--- src/rtl/bus_frame_receive_validator_assert.svh ---
// ----------------------------------------------------------------------------
// Assertion macros for the bus frame receive validator
// Shorthand for clocked, reset-qualified concurrent checks.
// ----------------------------------------------------------------------------
`ifndef BUS_FRAME_RECEIVE_VALIDATOR_ASSERT_SVH
`define BUS_FRAME_RECEIVE_VALIDATOR_ASSERT_SVH

// The consequent must hold in the same cycle as the antecedent.
`define BFRV_ASSERT_SAME(label, clk, rst_n, ante, cons) \
  label: assert property (@(posedge clk) disable iff (!rst_n) (ante) |-> (cons)) \
    else $error("bus frame receive validator check failed");

// The consequent must hold in the cycle after the antecedent.
`define BFRV_ASSERT_NEXT(label, clk, rst_n, ante, cons) \
  label: assert property (@(posedge clk) disable iff (!rst_n) (ante) |=> (cons)) \
    else $error("bus frame receive validator check failed");

`endif

--- src/rtl/bfrv_pkg.sv ---
// ----------------------------------------------------------------------------
// bfrv_pkg
// Types, codes and constants shared by the frame receive validator files.
// ----------------------------------------------------------------------------
package bfrv_pkg;

  // Default depth of the frame byte store.
  localparam int STORE_BYTES_DEF = 24;

  // Action codes of an input transaction.
  localparam logic [1:0] ACT_BYTE    = 2'd0;
  localparam logic [1:0] ACT_RELEASE = 2'd1;
  localparam logic [1:0] ACT_READ    = 2'd2;

  // Phase codes reported with each result.
  localparam logic [2:0] PHASE_HUNT = 3'd0;
  localparam logic [2:0] PHASE_DEST = 3'd1;
  localparam logic [2:0] PHASE_SRC  = 3'd2;
  localparam logic [2:0] PHASE_BODY = 3'd3;
  localparam logic [2:0] PHASE_HELD = 3'd4;

  // Frame format constants.
  localparam logic [7:0] START_BYTE = 8'hAA;
  localparam logic [7:0] END_BYTE   = 8'hAB;
  localparam logic [7:0] HI_MASK    = 8'hF0;
  localparam logic [7:0] DEST_TAG   = 8'hD0;
  localparam logic [7:0] SRC_TAG    = 8'hE0;
  localparam logic [7:0] MAX_LEN    = 8'd20;
  localparam logic [7:0] SRC_POS    = 8'd2;
  localparam logic [7:0] LEN_POS    = 8'd4;
  localparam logic [7:0] BODY_POS   = 8'd5;
  localparam logic [7:0] CSUM_OFS   = 8'd4;
  localparam logic [7:0] END_OFS    = 8'd5;
  localparam logic [3:0] SLOT_RESET = 4'd4;

  // Receive state machine, one-hot.
  typedef enum logic [4:0] {
    ST_HUNT = 5'b00001,
    ST_DEST = 5'b00010,
    ST_SRC  = 5'b00100,
    ST_BODY = 5'b01000,
    ST_HELD = 5'b10000
  } rx_state_t;

  // Input transaction payload.
  typedef struct packed {
    logic [1:0] action;
    logic [7:0] data_byte;
    logic [4:0] read_index;
  } in_item_t;

  // Result transaction payload.
  typedef struct packed {
    logic [2:0] phase;
    logic       frame_ready;
    logic       dropped;
    logic [4:0] frame_length;
    logic [3:0] slot_number;
    logic [7:0] read_data;
  } out_item_t;

  // Configuration write payload.
  typedef struct packed {
    logic no_checksum;
  } cfg_item_t;

  // Status produced by the parser for one transaction.
  typedef struct packed {
    logic [2:0] phase;
    logic       frame_ready;
    logic       dropped;
    logic [4:0] frame_length;
    logic [3:0] slot_number;
  } parse_stat_t;

  // Map a state to its reported phase code.
  function automatic logic [2:0] phase_code(rx_state_t st);
    logic [2:0] code;
    case (st)
      ST_HUNT: code = PHASE_HUNT;
      ST_DEST: code = PHASE_DEST;
      ST_SRC:  code = PHASE_SRC;
      ST_BODY: code = PHASE_BODY;
      ST_HELD: code = PHASE_HELD;
      default: code = PHASE_HUNT;
    endcase
    return code;
  endfunction

endpackage

--- src/rtl/bfrv_store.sv ---
// ----------------------------------------------------------------------------
// bfrv_store
// Frame byte memory: one write port, one registered read port.
// ----------------------------------------------------------------------------
module bfrv_store #(
  parameter int STORE_BYTES = bfrv_pkg::STORE_BYTES_DEF
) (
  input  logic                           clk,
  input  logic                           wr_en,
  input  logic [$clog2(STORE_BYTES)-1:0] wr_addr,
  input  logic [7:0]                     wr_data,
  input  logic                           rd_en,
  input  logic                           rd_sel,
  input  logic [4:0]                     rd_index,
  output logic [7:0]                     rd_data
);
  import bfrv_pkg::*;

  localparam int AW = $clog2(STORE_BYTES);

  logic [7:0]    mem [STORE_BYTES];
  logic [7:0]    rd_data_r;
  logic [7:0]    idx_ext;
  logic          rd_hit;
  logic [AW-1:0] rd_addr;

  // An index beyond the store, or any non-read transaction, returns zero.
  assign idx_ext = 8'(rd_index);
  assign rd_hit  = rd_sel && (idx_ext < 8'(STORE_BYTES));
  assign rd_addr = idx_ext[AW-1:0];

  // Byte writes from the parser.
  always_ff @(posedge clk) begin
    if (wr_en) begin
      mem[wr_addr] <= wr_data;
    end
  end

  // Registered read, updated only when a transaction is taken.
  always_ff @(posedge clk) begin
    if (rd_en) begin
      rd_data_r <= rd_hit ? mem[rd_addr] : 8'd0;
    end
  end

  assign rd_data = rd_data_r;
endmodule

--- config.mk ---
export PLATFORM = sky130hd
export DESIGN_NAME = bfrv_store
export DESIGN_NICKNAME = d
export VERILOG_FILES = /design/src/rtl/bus_frame_receive_validator_assert.svh /design/src/rtl/bfrv_pkg.sv /design/src/rtl/bfrv_store.sv
export SDC_FILE = /design/constraint.sdc
export NUM_CORES = 1
export LEC_CHECK = 0
export BUFFER_PORTS_ARGS = -buffer_cell sky130_fd_sc_hd__clkbuf_2
export CAP_MARGIN = 20
export CORE_UTILIZATION = 61
export DETAILED_ROUTE_END_ITERATION = 6
export HOLD_SLACK_MARGIN = 0.03
export PLACE_DENSITY = 0.79
export SETUP_SLACK_MARGIN = 0.3
export SYNTH_ARGS = -nofsm -noshare
export SYNTH_HDL_FRONTEND = slang
export SYNTH_SLANG_ARGS = --single-unit
export TNS_END_PERCENT = 20
--- constraint.sdc ---
create_clock -name clk -period 2.4 [get_ports clk]
set_input_delay 0.48 -clock clk [delete_from_list [all_inputs] [get_ports clk]]
set_output_delay 0.48 -clock clk [all_outputs]
set_load 0.005 [all_outputs]
# Word level (Yosys, flattened, before mapping)
# Memories as Yosys holds them, arrays and structs flattened. A register that Yosys moved wholly into a read port is not among the register bits.
# Index checks and enable logic that the tools add are counted.
[classes]
order_cmp = 1
mux = 2
reduce_logical = 2
[ops]
columns = ["operator", "n"]
rows = [
  ["$lt 5x5->1 const B", 1],
  ["$mux 1", 2],
  ["$logic_and 1x1->1", 1],
  ["$logic_not 1->1", 1],
]
[word_totals]
reg_bits = 0
ramBits = 192
out_inout_bits = 8
n_memories = 1
[mem_list]
columns = ["name", "words", "word_bits", "read_ports", "rd_ports_with_merged_regs", "write_ports", "line", "text"]
rows = [
  ["mem", 24, 8, 1, 1, 1, "bfrv_store.sv:21", "logic [7:0] mem [STORE_BYTES];"],
]

# Logic depth before layout (Yosys ltp)
[logic_depth]
word_depth = 3
mapped_depth = 8

# Worst setup path after synthesis
# Ideal clock, no wire load.
[synth_path]
path_kind = "input-to-reg"
start = "in rd_index[2]"
end = "reg rd_data_r[2] (netlist: rd_data[2]), read port of mem, data pin"
t_arrival_ps = 1679
setup_slack_ps = 452
path_stages = 6
path_buffers = 2
cell_sequence = "clkbuf_1 > buf_1 > mux4_2 > mux2_2 > nand2_1 > o211ai_1"
[synth_via]
elab_chain_cells = 3
[synth_lines]
columns = ["element", "line", "text"]
rows = [
  ["start, declared", "bfrv_store.sv:14", "input logic [4:0] rd_index,"],
  ["$lt 5x5->1", "bfrv_store.sv:29", "assign rd_hit = rd_sel && (idx_ext < 8'(STORE_BYTES));"],
  ["$logic_and 1x1->1", "bfrv_store.sv:29", ""],
  ["$logic_not 1->1 (no line)", "n/a", ""],
  ["end, declared", "bfrv_store.sv:22", "logic [7:0] rd_data_r;"],
]
# Parallel ways exist; a longest one is shown, timed or not.

# Worst setup path after layout
[layout_path]
start = "in rd_index[0]"
end = "reg rd_data_r[5] (netlist: rd_data[5]), read port of mem, data pin"
# Same word-level chain as after synthesis.

==> impl_metrics.csv <==
group,metric,value,unit
place,io_buffer_count,29,
yosys,synth_cell_type_count,27,
global_route,grt_max_degree,25,
pwr,p_sw,0.001392,W
clocking,clk_pin_slew,0.07,ns
critical_path,critPathCaptureType,"flip-flop",
critical_path,reg2reg_from,"mem[14][1]$_DFFE_PP_",
yosys,syn-num-nets,407,
routing,drt_wl_total,15610,um
floorplan,pin_count,30,
pwr,p_leak,3.044,nW
pwr,switching_share,18.86,%
timing,finClkSkew,0.004419,ns
timing,finalHoldViolations,0,
critical_path,cp-start-kind,"input port",
clocking,cts_setup_buffers,0,
place,placed_cells,601,
critical_path,r2r_end,"rd_data[1]$_SDFFCE_PN0P_",
worst_hold_path,min_from,"rd_en",
clocking,htreeDepth,4,
yosys,yosys.area.top_type_share,76.60,%
pwr,p_seq_share,53.0,%
pwr,p_clk_share,42.1,%
outcome,outcome,"complete, no violations",
floorplan,start_util,62.38,%
routing,drtAntennaViolNets,0,
yosys,yosysTopAreaCell,"edfxtp_1",
layout,diodes,0,
clocking,cts.repair.resized,0,
routing,drt_first_pass_iters,5,
timing,finalCritPeriodShare,77.45,%
clocking,cts_buffer_depth,2,
layout,drive_gt1_share,28.04,%
yosys,ys_seq_area_share,76.60,%
yosys,synth_cells,385,
timing,slew_headroom,55.95,%
timing,setup_tns,0,ns
routing,wire_per_inst,24.69,um
place,pre_cts_ws,0.08583,ns
layout,fin_cells,632,
yosys,ys_ff_latch,200,
clocking,cts_tree,"built",
timing,finalSetupViolations,0,
floorplan,core_area,12570,um2
timing,slew_viol_final,0,
timing,tightest_slew,0.6608,ns
global_route,grt_pass1_vias,3889,
critical_path,cp_max_fo,20,
timing,min_period,1.859,ns
floorplan,fp.dieH,115.4,um
timing,grt_setup_unrepaired,"no",
routing,vias,3894,
pwr,ir_drop,0.5999,mV
clocking,ctsRootBufferMaster,"clkbuf_16",
layout,fin_nets,470,
place,place.gp.congestion,0.8057,
critical_path,crit_required,2.57,ns
routing,drc_errors,0,
floorplan,fp-row-count,41,
timing,fmax,538.0,MHz
floorplan,die_w,115.4,um
worst_hold_path,min_path_cells,1,
routing,via_per_inst,6.161,
layout,area_growth_syn_to_layout,15.08,%
critical_path,critical_path_class,"in2reg",
critical_path,cp.arrival,2.03,ns
yosys,synth_area,7840,um2
pwr,power_frac_comb,4.9,%
clocking,clock_latency,0.43,ns
global_route,grt.overflow.total,0,
pwr,intPower,0.005986,W
timing,fin_ws,0.5413,ns
routing,drtIter0Drc,410,
critical_path,r2r_setup_slack,0.71,ns
global_route,grt.total_usage,26.33,%
pwr,pwr_density_cell,817.7,nW/um2
clocking,clock-sinks,200,
yosys,syn_area_per_cell,20.36,um2
worst_hold_path,worstHoldEndpoint,"rd_data[1]$_SDFFCE_PN0P_",
yosys,yosys-top-cells-area,"edfxtp_1 (77%), mux4_2 (8.6%), mux2i_1 (3.8%)",
global_route,grt_pass1_wl,23500,um
yosys,ys_warn_count,0,
clocking,cts_buffers,17,
run,drv_cap,0,
global_route,grt_antenna_before_repair,0,
clocking,holdBufCountCts,0,
critical_path,ff2ff_path_depth,4,
place,place_hpwl,9896,um
worst_hold_path,holdCritPathClass,"in2reg",
floorplan,dieArea,13310,um2
## critical path: stages
cell	delay, ns
buf_2	0.18
buf_12	0.21
buf_12	0.22
mux4_2	0.53
mux2i_1	0.28
o211ai_1	0.11
## cells by family (layout without fill, tap and decap cells)
logic type	count (synthesis)	after routing	synth area share, %
AO/OA/AOI/OAI	21	21	2.043
buffers and inverters	20	95	1.628
flip-flops	200	200	76.60
multiplexers	73	73	15.46
AND/OR/NAND/NOR	71	71	4.261
## stage by stage
step | instance area [um2] | utilization, % | hold WS [ns] | total power, W
4_1_cts | 9022 | 71.79 | 0.4227 | 0.007408
3_3_place_gp | 8382 | 66.69 | 0.7180 | 0.004332
5_1_grt | 9022 | 71.79 | 0.4410 | 0.007560
2_1_floorplan | 7840 | - | 0.5789 | 0.004186
3_5_place_dp | 8382 | 66.69 | 0.7293 | 0.004345
6_report | 9022 | 71.79 | 0.4462 | 0.007377
## placed cells by master, fill, tap and decap left out, types with 4 or more instances in the layout
| cell type | netlist | final |
|---|---|---|
| nand3_1 | 10 | 10 |
| clkbuf_16 | 0 | 17 |
| o211ai_1 | 10 | 10 |
| clkbuf_2 | 1 | 28 |
| a2bb2oi_1 | 6 | 6 |
| nor2_1 | 28 | 28 |
| or3b_2 | 4 | 4 |
| mux4_1 | 6 | 6 |
| edfxtp_1 | 200 | 200 |
| nand3b_1 | 4 | 4 |
| nand2_1 | 18 | 18 |
| buf_12 | 1 | 4 |
| bufinv_16 | 0 | 6 |
| clkbuf_1 | 2 | 4 |
| mux2i_1 | 30 | 30 |
| buf_4 | 3 | 30 |
| mux2_2 | 7 | 7 |
| mux4_2 | 30 | 30 |
## metal layers
layer | vias up | GRT usage (%) | wire (um)
met3 | 32 | 6.695 | 1163
li1 | 1697 | - | -
met5 | - | 0 | 0
met4 | 0 | 11.86 | 387
met1 | 1973 | 35.93 | 6315
met2 | 192 | 40.72 | 7738
## cell type report
type	instances	area, um2
clock inverters	10	200.2
clock buffers	21	440.4
well taps	172	215.2
multi-input cells	165	1707
inverters	1	3.754
flip-flops and latches	200	6006
fillers	698	3546
repair buffers	63	450.4
## registers in the layout (all words and copies together) (netlist names)
name / cells
mem: 192
rd_data: 8
## Yosys cell counts
cell / n
edfxtp_1: 200
mux2i_1: 30
mux4_2: 30
nor2_1: 28
nand2_1: 18
nand3_1: 10
o211ai_1: 10
buf_2: 7
mux2_2: 7
a2bb2oi_1: 6
mux4_1: 6
nand3b_1: 4
or3b_2: 4
a22oi_1: 3
buf_1: 3
buf_4: 3
nor2b_1: 3
a21oi_1: 2
buf_6: 2
clkbuf_1: 2
and2_1: 1
and3b_1: 1
buf_12: 1
clkbuf_2: 1
inv_2: 1
nand4_1: 1
or3_1: 1
## worst max path at each step
stage	end	start	depth (start not counted)	slack, ns
floorplan	rd_data[2]$_SDFFCE_PN0P_	rd_index[2]	6	0.45
global placement	rd_data[5]$_SDFFCE_PN0P_	rd_index[0]	6	0.11
detailed placement	rd_data[5]$_SDFFCE_PN0P_	rd_index[0]	6	0.09
CTS	rd_data[5]$_SDFFCE_PN0P_	rd_index[0]	6	0.56
global route	rd_data[5]$_SDFFCE_PN0P_	rd_index[0]	6	0.48
finish	rd_data[5]$_SDFFCE_PN0P_	rd_index[0]	6	0.54
## power groups by stage
stage               sequential, W  combinational, W  clock, W
floorplan                 0.00398          0.000206         0
global placement          0.00398          0.000353         0
detailed placement        0.00398          0.000362         0
CTS                       0.00391          0.000364   0.00314
global route              0.00391          0.000393   0.00326
finish                    0.00391          0.000365   0.00311
No activity file was read; power rests on OpenSTA's default activity.
