[config.mk]
export PLATFORM = sky130hd
export DESIGN_NAME = bfrv_parser
export DESIGN_NICKNAME = d
export VERILOG_FILES = /design/src/rtl/bus_frame_receive_validator_assert.svh /design/src/rtl/bfrv_pkg.sv /design/src/rtl/bfrv_parser.sv
export SDC_FILE = /design/constraint.sdc
export NUM_CORES = 1
export LEC_CHECK = 0
export ABC_AREA = 1
export BUFFER_PORTS_ARGS = -buffer_cell sky130_fd_sc_hd__buf_2
export CORE_MARGIN = 10
export CORE_UTILIZATION = 53
export DETAILED_ROUTE_END_ITERATION = 8
export GPL_TIMING_DRIVEN = 0
export HOLD_SLACK_MARGIN = 0.03
export PLACE_DENSITY = 0.74
export SETUP_SLACK_MARGIN = 0.3
export SLEW_MARGIN = 20
export SYNTH_ARGS = -nofsm -noshare
export SYNTH_HDL_FRONTEND = slang
export SYNTH_SLANG_ARGS = --single-unit
[constraint.sdc]
create_clock -name clk -period 3.15 [get_ports clk]
set_input_delay 0.63 -clock clk [delete_from_list [all_inputs] [get_ports clk]]
set_output_delay 0.63 -clock clk [all_outputs]
set_load 0.01 [all_outputs]
[src/rtl/bus_frame_receive_validator_assert.svh]
// ----------------------------------------------------------------------------
// Assertion macros for the bus frame receive validator
// Shorthand for clocked, reset-qualified concurrent checks.
// ----------------------------------------------------------------------------
`ifndef BUS_FRAME_RECEIVE_VALIDATOR_ASSERT_SVH
`define BUS_FRAME_RECEIVE_VALIDATOR_ASSERT_SVH

// The consequent must hold in the same cycle as the antecedent.
`define BFRV_ASSERT_SAME(label, clk, rst_n, ante, cons) \
  label: assert property (@(posedge clk) disable iff (!rst_n) (ante) |-> (cons)) \
    else $error("bus frame receive validator check failed");

// The consequent must hold in the cycle after the antecedent.
`define BFRV_ASSERT_NEXT(label, clk, rst_n, ante, cons) \
  label: assert property (@(posedge clk) disable iff (!rst_n) (ante) |=> (cons)) \
    else $error("bus frame receive validator check failed");

`endif

[src/rtl/bfrv_pkg.sv]
// ----------------------------------------------------------------------------
// bfrv_pkg
// Types, codes and constants shared by the frame receive validator files.
// ----------------------------------------------------------------------------
package bfrv_pkg;

  // Default depth of the frame byte store.
  localparam int STORE_BYTES_DEF = 24;

  // Action codes of an input transaction.
  localparam logic [1:0] ACT_BYTE    = 2'd0;
  localparam logic [1:0] ACT_RELEASE = 2'd1;
  localparam logic [1:0] ACT_READ    = 2'd2;

  // Phase codes reported with each result.
  localparam logic [2:0] PHASE_HUNT = 3'd0;
  localparam logic [2:0] PHASE_DEST = 3'd1;
  localparam logic [2:0] PHASE_SRC  = 3'd2;
  localparam logic [2:0] PHASE_BODY = 3'd3;
  localparam logic [2:0] PHASE_HELD = 3'd4;

  // Frame format constants.
  localparam logic [7:0] START_BYTE = 8'hAA;
  localparam logic [7:0] END_BYTE   = 8'hAB;
  localparam logic [7:0] HI_MASK    = 8'hF0;
  localparam logic [7:0] DEST_TAG   = 8'hD0;
  localparam logic [7:0] SRC_TAG    = 8'hE0;
  localparam logic [7:0] MAX_LEN    = 8'd20;
  localparam logic [7:0] SRC_POS    = 8'd2;
  localparam logic [7:0] LEN_POS    = 8'd4;
  localparam logic [7:0] BODY_POS   = 8'd5;
  localparam logic [7:0] CSUM_OFS   = 8'd4;
  localparam logic [7:0] END_OFS    = 8'd5;
  localparam logic [3:0] SLOT_RESET = 4'd4;

  // Receive state machine, one-hot.
  typedef enum logic [4:0] {
    ST_HUNT = 5'b00001,
    ST_DEST = 5'b00010,
    ST_SRC  = 5'b00100,
    ST_BODY = 5'b01000,
    ST_HELD = 5'b10000
  } rx_state_t;

  // Input transaction payload.
  typedef struct packed {
    logic [1:0] action;
    logic [7:0] data_byte;
    logic [4:0] read_index;
  } in_item_t;

  // Result transaction payload.
  typedef struct packed {
    logic [2:0] phase;
    logic       frame_ready;
    logic       dropped;
    logic [4:0] frame_length;
    logic [3:0] slot_number;
    logic [7:0] read_data;
  } out_item_t;

  // Configuration write payload.
  typedef struct packed {
    logic no_checksum;
  } cfg_item_t;

  // Status produced by the parser for one transaction.
  typedef struct packed {
    logic [2:0] phase;
    logic       frame_ready;
    logic       dropped;
    logic [4:0] frame_length;
    logic [3:0] slot_number;
  } parse_stat_t;

  // Map a state to its reported phase code.
  function automatic logic [2:0] phase_code(rx_state_t st);
    logic [2:0] code;
    case (st)
      ST_HUNT: code = PHASE_HUNT;
      ST_DEST: code = PHASE_DEST;
      ST_SRC:  code = PHASE_SRC;
      ST_BODY: code = PHASE_BODY;
      ST_HELD: code = PHASE_HELD;
      default: code = PHASE_HUNT;
    endcase
    return code;
  endfunction

endpackage

[src/rtl/bfrv_parser.sv]
// ----------------------------------------------------------------------------
// bfrv_parser
// Frame hunting state machine with byte count, running sum and slot latch.
// ----------------------------------------------------------------------------
module bfrv_parser #(
  parameter int STORE_BYTES = bfrv_pkg::STORE_BYTES_DEF
) (
  input  logic                           clk,
  input  logic                           rst_n,
  input  logic                           byte_en,
  input  logic                           release_en,
  input  logic [7:0]                     data_byte,
  input  logic                           no_checksum,
  output logic                           wr_en,
  output logic [$clog2(STORE_BYTES)-1:0] wr_addr,
  output bfrv_pkg::parse_stat_t          stat
);
  import bfrv_pkg::*;

  localparam int AW = $clog2(STORE_BYTES);
  localparam int CW = $clog2(STORE_BYTES + 1);

  rx_state_t     state_r, state_nxt, tgt;
  logic [CW-1:0] count_r, count_nxt, cnt_base;
  logic [7:0]    sum_r, sum_nxt, sum_base;
  logic [4:0]    len_r, len_nxt;
  logic [3:0]    src_r, src_nxt;
  logic [3:0]    slot_r, slot_nxt;
  logic [7:0]    cnt8, base8, len8, next8;
  logic          frame_ready, dropped;

  assign cnt8  = 8'(count_r);
  assign base8 = 8'(cnt_base);
  assign len8  = 8'(len_r);
  assign next8 = 8'(count_nxt);

  // Next-state logic for one transaction.
  always_comb begin
    state_nxt   = state_r;
    count_nxt   = count_r;
    sum_nxt     = sum_r;
    len_nxt     = len_r;
    src_nxt     = src_r;
    slot_nxt    = slot_r;
    cnt_base    = count_r;
    sum_base    = sum_r;
    tgt         = state_r;
    wr_en       = 1'b0;
    frame_ready = 1'b0;
    dropped     = 1'b0;
    if (byte_en && state_r != ST_HELD) begin
      case (state_r)
        ST_HUNT: begin
          if (data_byte == START_BYTE) begin
            cnt_base = '0;
            sum_base = 8'd0;
            tgt      = ST_DEST;
          end
        end
        ST_DEST: begin
          tgt = ((data_byte & HI_MASK) == DEST_TAG) ? ST_SRC : ST_HUNT;
        end
        ST_SRC: begin
          tgt = ((data_byte & HI_MASK) == SRC_TAG) ? ST_BODY : ST_HUNT;
        end
        ST_BODY: begin
          if (cnt8 == LEN_POS && data_byte > MAX_LEN) begin
            tgt = ST_HUNT;
          end else if (cnt8 >= BODY_POS) begin
            if (!no_checksum && (len8 + CSUM_OFS) == cnt8) begin
              if (sum_r != data_byte) begin
                tgt = ST_HUNT;
              end
            end else if (data_byte == END_BYTE && (len8 + END_OFS) == cnt8) begin
              slot_nxt = src_r;
              tgt      = ST_HELD;
            end
          end
        end
        default: begin
          tgt = state_r;
        end
      endcase
      // Store the byte at the next position, or drop when the store is full.
      if (tgt != ST_HUNT) begin
        if (base8 < 8'(STORE_BYTES)) begin
          wr_en     = 1'b1;
          count_nxt = cnt_base + CW'(1);
          sum_nxt   = sum_base + data_byte;
          if (base8 == SRC_POS) begin
            src_nxt = data_byte[3:0];
          end
          if (base8 == LEN_POS) begin
            len_nxt = data_byte[4:0];
          end
        end else begin
          tgt = ST_HUNT;
        end
      end
      dropped     = (state_r != ST_HUNT) && (tgt == ST_HUNT);
      frame_ready = (tgt == ST_HELD);
      state_nxt   = tgt;
    end else if (release_en && state_r == ST_HELD) begin
      state_nxt = ST_HUNT;
    end
  end

  assign wr_addr = cnt_base[AW-1:0];

  // Control registers.
  always_ff @(posedge clk) begin
    if (!rst_n) begin
      state_r <= ST_HUNT;
      count_r <= '0;
      sum_r   <= 8'd0;
      slot_r  <= SLOT_RESET;
    end else begin
      state_r <= state_nxt;
      count_r <= count_nxt;
      sum_r   <= sum_nxt;
      slot_r  <= slot_nxt;
    end
  end

  // Shadow copies of the source nibble and length byte of the current frame.
  always_ff @(posedge clk) begin
    len_r <= len_nxt;
    src_r <= src_nxt;
  end

  assign stat = '{
    phase:        phase_code(state_nxt),
    frame_ready:  frame_ready,
    dropped:      dropped,
    frame_length: next8[4:0],
    slot_number:  slot_nxt
  };
endmodule
# After elaboration in Yosys (flattened, before gate mapping)

Cells that the tools add are included.

Latch bits: 0
Memories kept: 0
Bits in read-only memories: 0
Register bits: 31
RAM bits: 0
Bits of input ports: 13
Logic and storage cells: 84

Mux-type cells: 37
Equality and inequality tests: 24
Reductions and logical operators: 10
Multipliers: 0
Shifts and indexed selects: 0
$lt $le $gt $ge: 3
Bitwise operators: 0
Divide/modulo/power cells: 0
Add/subtract/negate cells: 4

Operators with widths:

| kind                                                              | number |
|---|---|
| two-way mux 5 bit                                                 | 19 |
| two-way mux 4 bit                                                 | 7 |
| two-way mux 8 bit                                                 | 3 |
| == test 5 x 3 -> 1 bit, second input constant                     | 4 |
| one-hot mux 5 bit (4 select lines)                                | 1 |
| == test 8 bit, second input constant                              | 2 |
| == test 5 x 2 -> 1 bit, second input constant                     | 3 |
| == test 5 bit, second input constant                              | 3 |
| adder 5 x 3 -> 6 bit, second input constant                       | 2 |
| == test 6 x 5 -> 1 bit                                            | 2 |
| one-hot mux 3 bit (4 select lines)                                | 1 |
| == test 5 x 1 -> 1 bit, second input constant                     | 2 |
| == test 5 x 4 -> 1 bit, second input constant                     | 2 |
| inequality test 5 x 1 -> 1 bit, second input constant             | 2 |
| adder 8 bit                                                       | 1 |
| == test 4 bit, second input constant                              | 2 |
| greater-than comparator 8 x 5 -> 1 bit, second input constant     | 1 |
| inequality test 8 bit                                             | 1 |
| AND reduction 4 bit                                               | 2 |
| logical AND 1 bit                                                 | 6 |
| adder 5 x 1 -> 5 bit, second input constant                       | 1 |
| greater-or-equal comparator 5 x 3 -> 1 bit, second input constant | 1 |
| less-than comparator 5 bit, second input constant                 | 1 |
| two-way mux 1 bit                                                 | 5 |
| other kinds (4)                                                   | 4 |

# Depth between registers and ports, before layout

Depth in word-level cells: 15
Depth in mapped cells: 20
Depth with buffers taken out: 19

# Worst setup path after synthesis

OpenSTA, ideal clock, no wires.

Path kind: input-to-reg
From: input port data_byte[7]
To: register sum_r[6]
Path buffers: 2
Stages: 18
Arrival time: 3015 ps
Required time: 3084 ps
Path slack: 69 ps
Setup time: 66 ps
Cell sequence: buf_4 inv_2 nor2_2 nand2_1 nor3_2 nand2_2 inv_1 clkbuf_1 nor2_1 ha_1 fa_1 a31oi_1 nor2_1 o21ai_0 nand2_1 xor2_1 nand2_4 a21oi_2

Cells in the longest elaborated chain, start to end: 10

Ends and longest elaborated chain:

| item                                 | RTL line           | RTL |
|---|---|---|
| start: declaration                   | bfrv_parser.sv:12  | `input logic [7:0] data_byte,` |
| == test 8 bit                        | bfrv_parser.sv:74  | `end else if (data_byte == END_BYTE && (len8 + END_OFS) == cnt8) begin` |
| logical AND 1 bit                    | bfrv_parser.sv:74  |  |
| two-way mux 5 bit                    | bfrv_parser.sv:74  |  |
| two-way mux 5 bit                    | bfrv_parser.sv:70  | `if (!no_checksum && (len8 + CSUM_OFS) == cnt8) begin` |
| two-way mux 5 bit                    | bfrv_parser.sv:69  | `end else if (cnt8 >= BODY_POS) begin` |
| two-way mux 5 bit                    | bfrv_parser.sv:67  | `if (cnt8 == LEN_POS && data_byte > MAX_LEN) begin` |
| one-hot mux 5 bit (4 select lines)   | bfrv_parser.sv:52  | `case (state_r)` |
| two-way mux 5 bit                    | bfrv_parser.sv:51  | `if (byte_en && state_r != ST_HELD) begin` |
| inequality test 5 x 1 -> 1 bit       | bfrv_parser.sv:85  | `if (tgt != ST_HUNT) begin` |
| AND reduction 3 bit (no source line) | -                  |  |
| end signal: assignment               | bfrv_parser.sv:120 | `sum_r <= sum_nxt;` |
| end: declaration                     | bfrv_parser.sv:25  | `logic [7:0] sum_r, sum_nxt, sum_base;` |

Parallel ways exist; a longest one is shown, timed or not. The select of a mux whose other input is x is not followed.
A chain may end at the register's enable or synchronous reset.

==> results.py <==
metrics = {
    "status": {
        "status": "finished with violations",
        "violations": "setup timing",
    },
    "synthesis": {
        "ys_warn_count": 0,
        "ys_seq_elements": 31,
        "synth_flop_cell": "dfxtp_1",
        "netlist_top_cells_count": "nand2_1 (98), nor2_1 (61), inv_1 (56)",
        "yosys.area.top_type": "dfxtp_1",
        "ys_seq_area_share_pct": 28.46,
        "netlist_instances": 379,
        "syn-num-nets": 404,
        "syn_area_um2": 2497,
        "synth_most_common_cell": "nand2_1",
        "avgSynthCellArea_um2": 6.589,
        "synth_top_area_share_pct": 17.64,
        "synthTopCellsByArea": "dfxtp_1 (18%), nand2_1 (15%), edfxtp_1 (11%), nor2_1 (9.2%), inv_1 (8.4%)",
        "synth.distinct_cells": 40,
        "synth_edf_count": 9,
        "async_flop_share_pct": 0,
    },
    "setup_path": {
        "path_max_fanout": 8,
        "startpoint_type": "register",
        "cp.required_ns": 2.52,
        "path_class": "reg2out",
        "worst_r2r_path_depth": 18,
        "r2r_end": "sum_r[7]$_SDFFE_PN0P_",
        "reg2reg_from": "state_r[3]$_SDFF_PN0_",
        "critPathArrivalTime_ns": 2.55,
        "ff2ff_setup_slack_ns": 0.48,
        "end_kind": "output port",
    },
    "detailed_routing": {
        "wl_per_cell_um": 13.56,
        "drtAntennaViolNets": 0,
        "dr.pass1.iters": 4,
        "drt_iter0_drc": 171,
        "wl_um": 6656,
        "post-route-drc-count": 0,
        "routed_via_density": 5.210,
        "vias": 2558,
    },
    "floorplanning": {
        "fp.dieW_um": 88.65,
        "core_area_um2": 4444,
        "die-area_um2": 7858,
        "ios": 33,
        "initial_core_util_pct": 56.19,
        "row_count": 24,
        "die_h_um": 88.65,
    },
    "cells_and_area": {
        "fin_nets": 463,
        "fin_area_um2": 3172,
        "layout-drive-gt1-share_pct": 28.93,
        "num_antenna_cells": 0,
        "area_growth_pct": 27.00,
    },
    "power_and_ir_drop": {
        "p_per_area_nw_per_um2": 309.4,
        "seqPwrFrac_pct": 44.2,
        "pwr-share-clk_pct": 33.1,
        "switchingPower_mw": 0.3161,
        "ir_drop_mv": 0.2657,
        "leakagePower_nw": 1.596,
        "cell_internal_pwr_mw": 0.6651,
        "comb_power_share_pct": 22.8,
        "switching_share_pct": 32.22,
        "finalPower_mw": 0.9812,
    },
    "timing": {
        "tightestPinTransition_ns": 0.6522,
        "setup_tns_ns": -0.05127,
        "period_minus_slack_ns": 3.179,
        "relSlewSlack_pct": 56.16,
        "drv_slew": 0,
        "fin_ws_ns": -0.02860,
        "setup_viol": 3,
        "rsz0062_at_grt": "yes",
        "finalClockSkew_ns": 0.005017,
        "hold_viol_final": 0,
        "fmax_mhz": 314.6,
        "final.period_utilization_pct": 100.9,
    },
    "global_routing": {
        "antenna_found_initial": 0,
        "grt_pass1_vias": 2328,
        "grt_max_degree": 12,
        "gr-total-overflow": 0,
        "grt_pass1_wl_um": 10560,
        "grtUsageTotal_pct": 16.74,
    },
    "clocking": {
        "clkSlewWorstSetupHoldPaths_ns": 0.07,
        "cts_made_buffers": 5,
        "insertion_delay_ns": 0.29,
        "hold_buffers": 0,
        "cts-root-buf": "clkbuf_8",
        "cts_tree": "done",
        "clk_path_buf_depth": 2,
        "ctsHtreeMaxLevel": 2,
        "clock-sinks": 31,
    },
    "placed_design": {
        "io_buffer_count": 30,
        "dpl_cell_area_um2": 2775,
        "hpwl_um": 4771,
        "gp_congestion": 0.8936,
    },
    "flow_run": {
        "cap_violations": 0,
    },
    "hold_path": {
        "min-delay-start": "slot_r[2]$_SDFF_PN1_",
        "worstHoldPathType": "reg2reg",
        "min_to": "slot_r[2]$_SDFF_PN1_",
        "min_path_cells": 2,
    },
}
## layout make-up
cell class | count | area [µm²]
multi-input cells | 280 | 1667
well taps | 52 | 65.06
fillers | 388 | 1272
repair buffers | 52 | 337.8
flip-flops and latches | 31 | 710.7
clock buffers | 5 | 68.82
inverters | 61 | 229.0
clock inverters | 3 | 20.02
plain buffers | 7 | 73.82
## power groups by stage
stage	clock network, mW	registers (mW)	logic, mW
floorplan	0	0.438	0.142
global placement	0	0.441	0.191
detailed placement	0	0.441	0.194
CTS	0.327	0.432	0.203
global route	0.350	0.434	0.247
finish	0.324	0.433	0.223
## worst max path at each step
stage / slack (ns) / depth (start not counted) / from / to
global placement: -0.04 / 18 / data_byte[5] / sum_r[6]$_SDFFE_PN0P_
global route: -0.21 / 17 / len_r[1]$_DFFE_PP_ / stat[4]
floorplan: 0.26 / 18 / data_byte[7] / sum_r[6]$_SDFFE_PN0P_
finish: -0.03 / 18 / len_r[3]$_DFFE_PP_ / stat[6]
detailed placement: -0.08 / 18 / data_byte[5] / sum_r[6]$_SDFFE_PN0P_
CTS: 0.008 / 18 / len_r[3]$_DFFE_PP_ / stat[6]
## cell usage in the layout, fill, tap and decap left out, types with 5 or more instances in the layout
| cell | instances |
|---|---|
| a21oi_1 | 6 |
| buf_2 | 28 |
| buf_4 | 22 |
| clkbuf_8 | 5 |
| dfxtp_1 | 22 |
| edfxtp_1 | 9 |
| ha_1 | 5 |
| ha_4 | 5 |
| inv_1 | 50 |
| inv_2 | 10 |
| nand2_1 | 93 |
| nand2_2 | 10 |
| nand3_1 | 21 |
| nand4_1 | 11 |
| nor2_1 | 60 |
| nor2_2 | 5 |
| o21ai_0 | 5 |
| o21ai_1 | 8 |
| o21ai_2 | 5 |
| xnor2_1 | 7 |
| xor2_1 | 7 |
## metrics by stage
stage               worst slack [ns]  hold WS (ns)  instances  utilization, %
CTS                         0.007812        0.4749        479           66.81
detailed placement          -0.07868        0.4554        461           62.44
finish                      -0.02860        0.4739        491           71.37
global route                 -0.2056        0.5031        491           71.37
global placement            -0.04335        0.4500        461           62.44
floorplan                     0.2585        0.4374        379               -
## state kept, by name, summed over array words and instances, names as in the netlist
signal and count:
sum_r 8, count_r 5, len_r 5, state_r 5
slot_r 4, src_r 4
## cell families (layout without fill, tap and decap cells)
kind of cell / count (synthesis) / after routing / share of synthesized area, %
fa+ha+maj: 12 / 12 / 6.313
buf+inv: 68 / 128 / 11.37
flops: 31 / 31 / 28.46
compound gates: 36 / 36 / 8.467
xor+xnor: 15 / 15 / 5.261
simple gates: 217 / 217 / 40.13
## metal layers
metal  track usage, %  wire length (µm)  part of all wire [%]
met1            20.41              2926                    44
met4            5.286                83                   1.2
met5                0                 0                     0
met3            3.033               284                   4.3
met2            28.99              3361                    50
## worst max-delay path, stage by stage (launching register included)
cell      delay, ns
edfxtp_1       0.47
buf_6          0.16
buf_4          0.13
nand2_1        0.09
nor2_1         0.05
nor2_1         0.11
nand2_1        0.06
nor2_1         0.14
nand3_1        0.12
nand2_1        0.07
nand2_1        0.05
nand2_1        0.07
nand2_2        0.09
nand4_4        0.12
nor2_8         0.08
buf_12         0.14
o21ai_4        0.13
inv_1          0.05
buf_2          0.13
## timing repair
item,in CTS,in global routing
buffers inserted,10,12
gates cloned,0,0
setup endpoints to repair,22,18
pin swaps,8,14
gates resized for setup,9,30
Note: power is estimated with default switching activity, not from simulation.
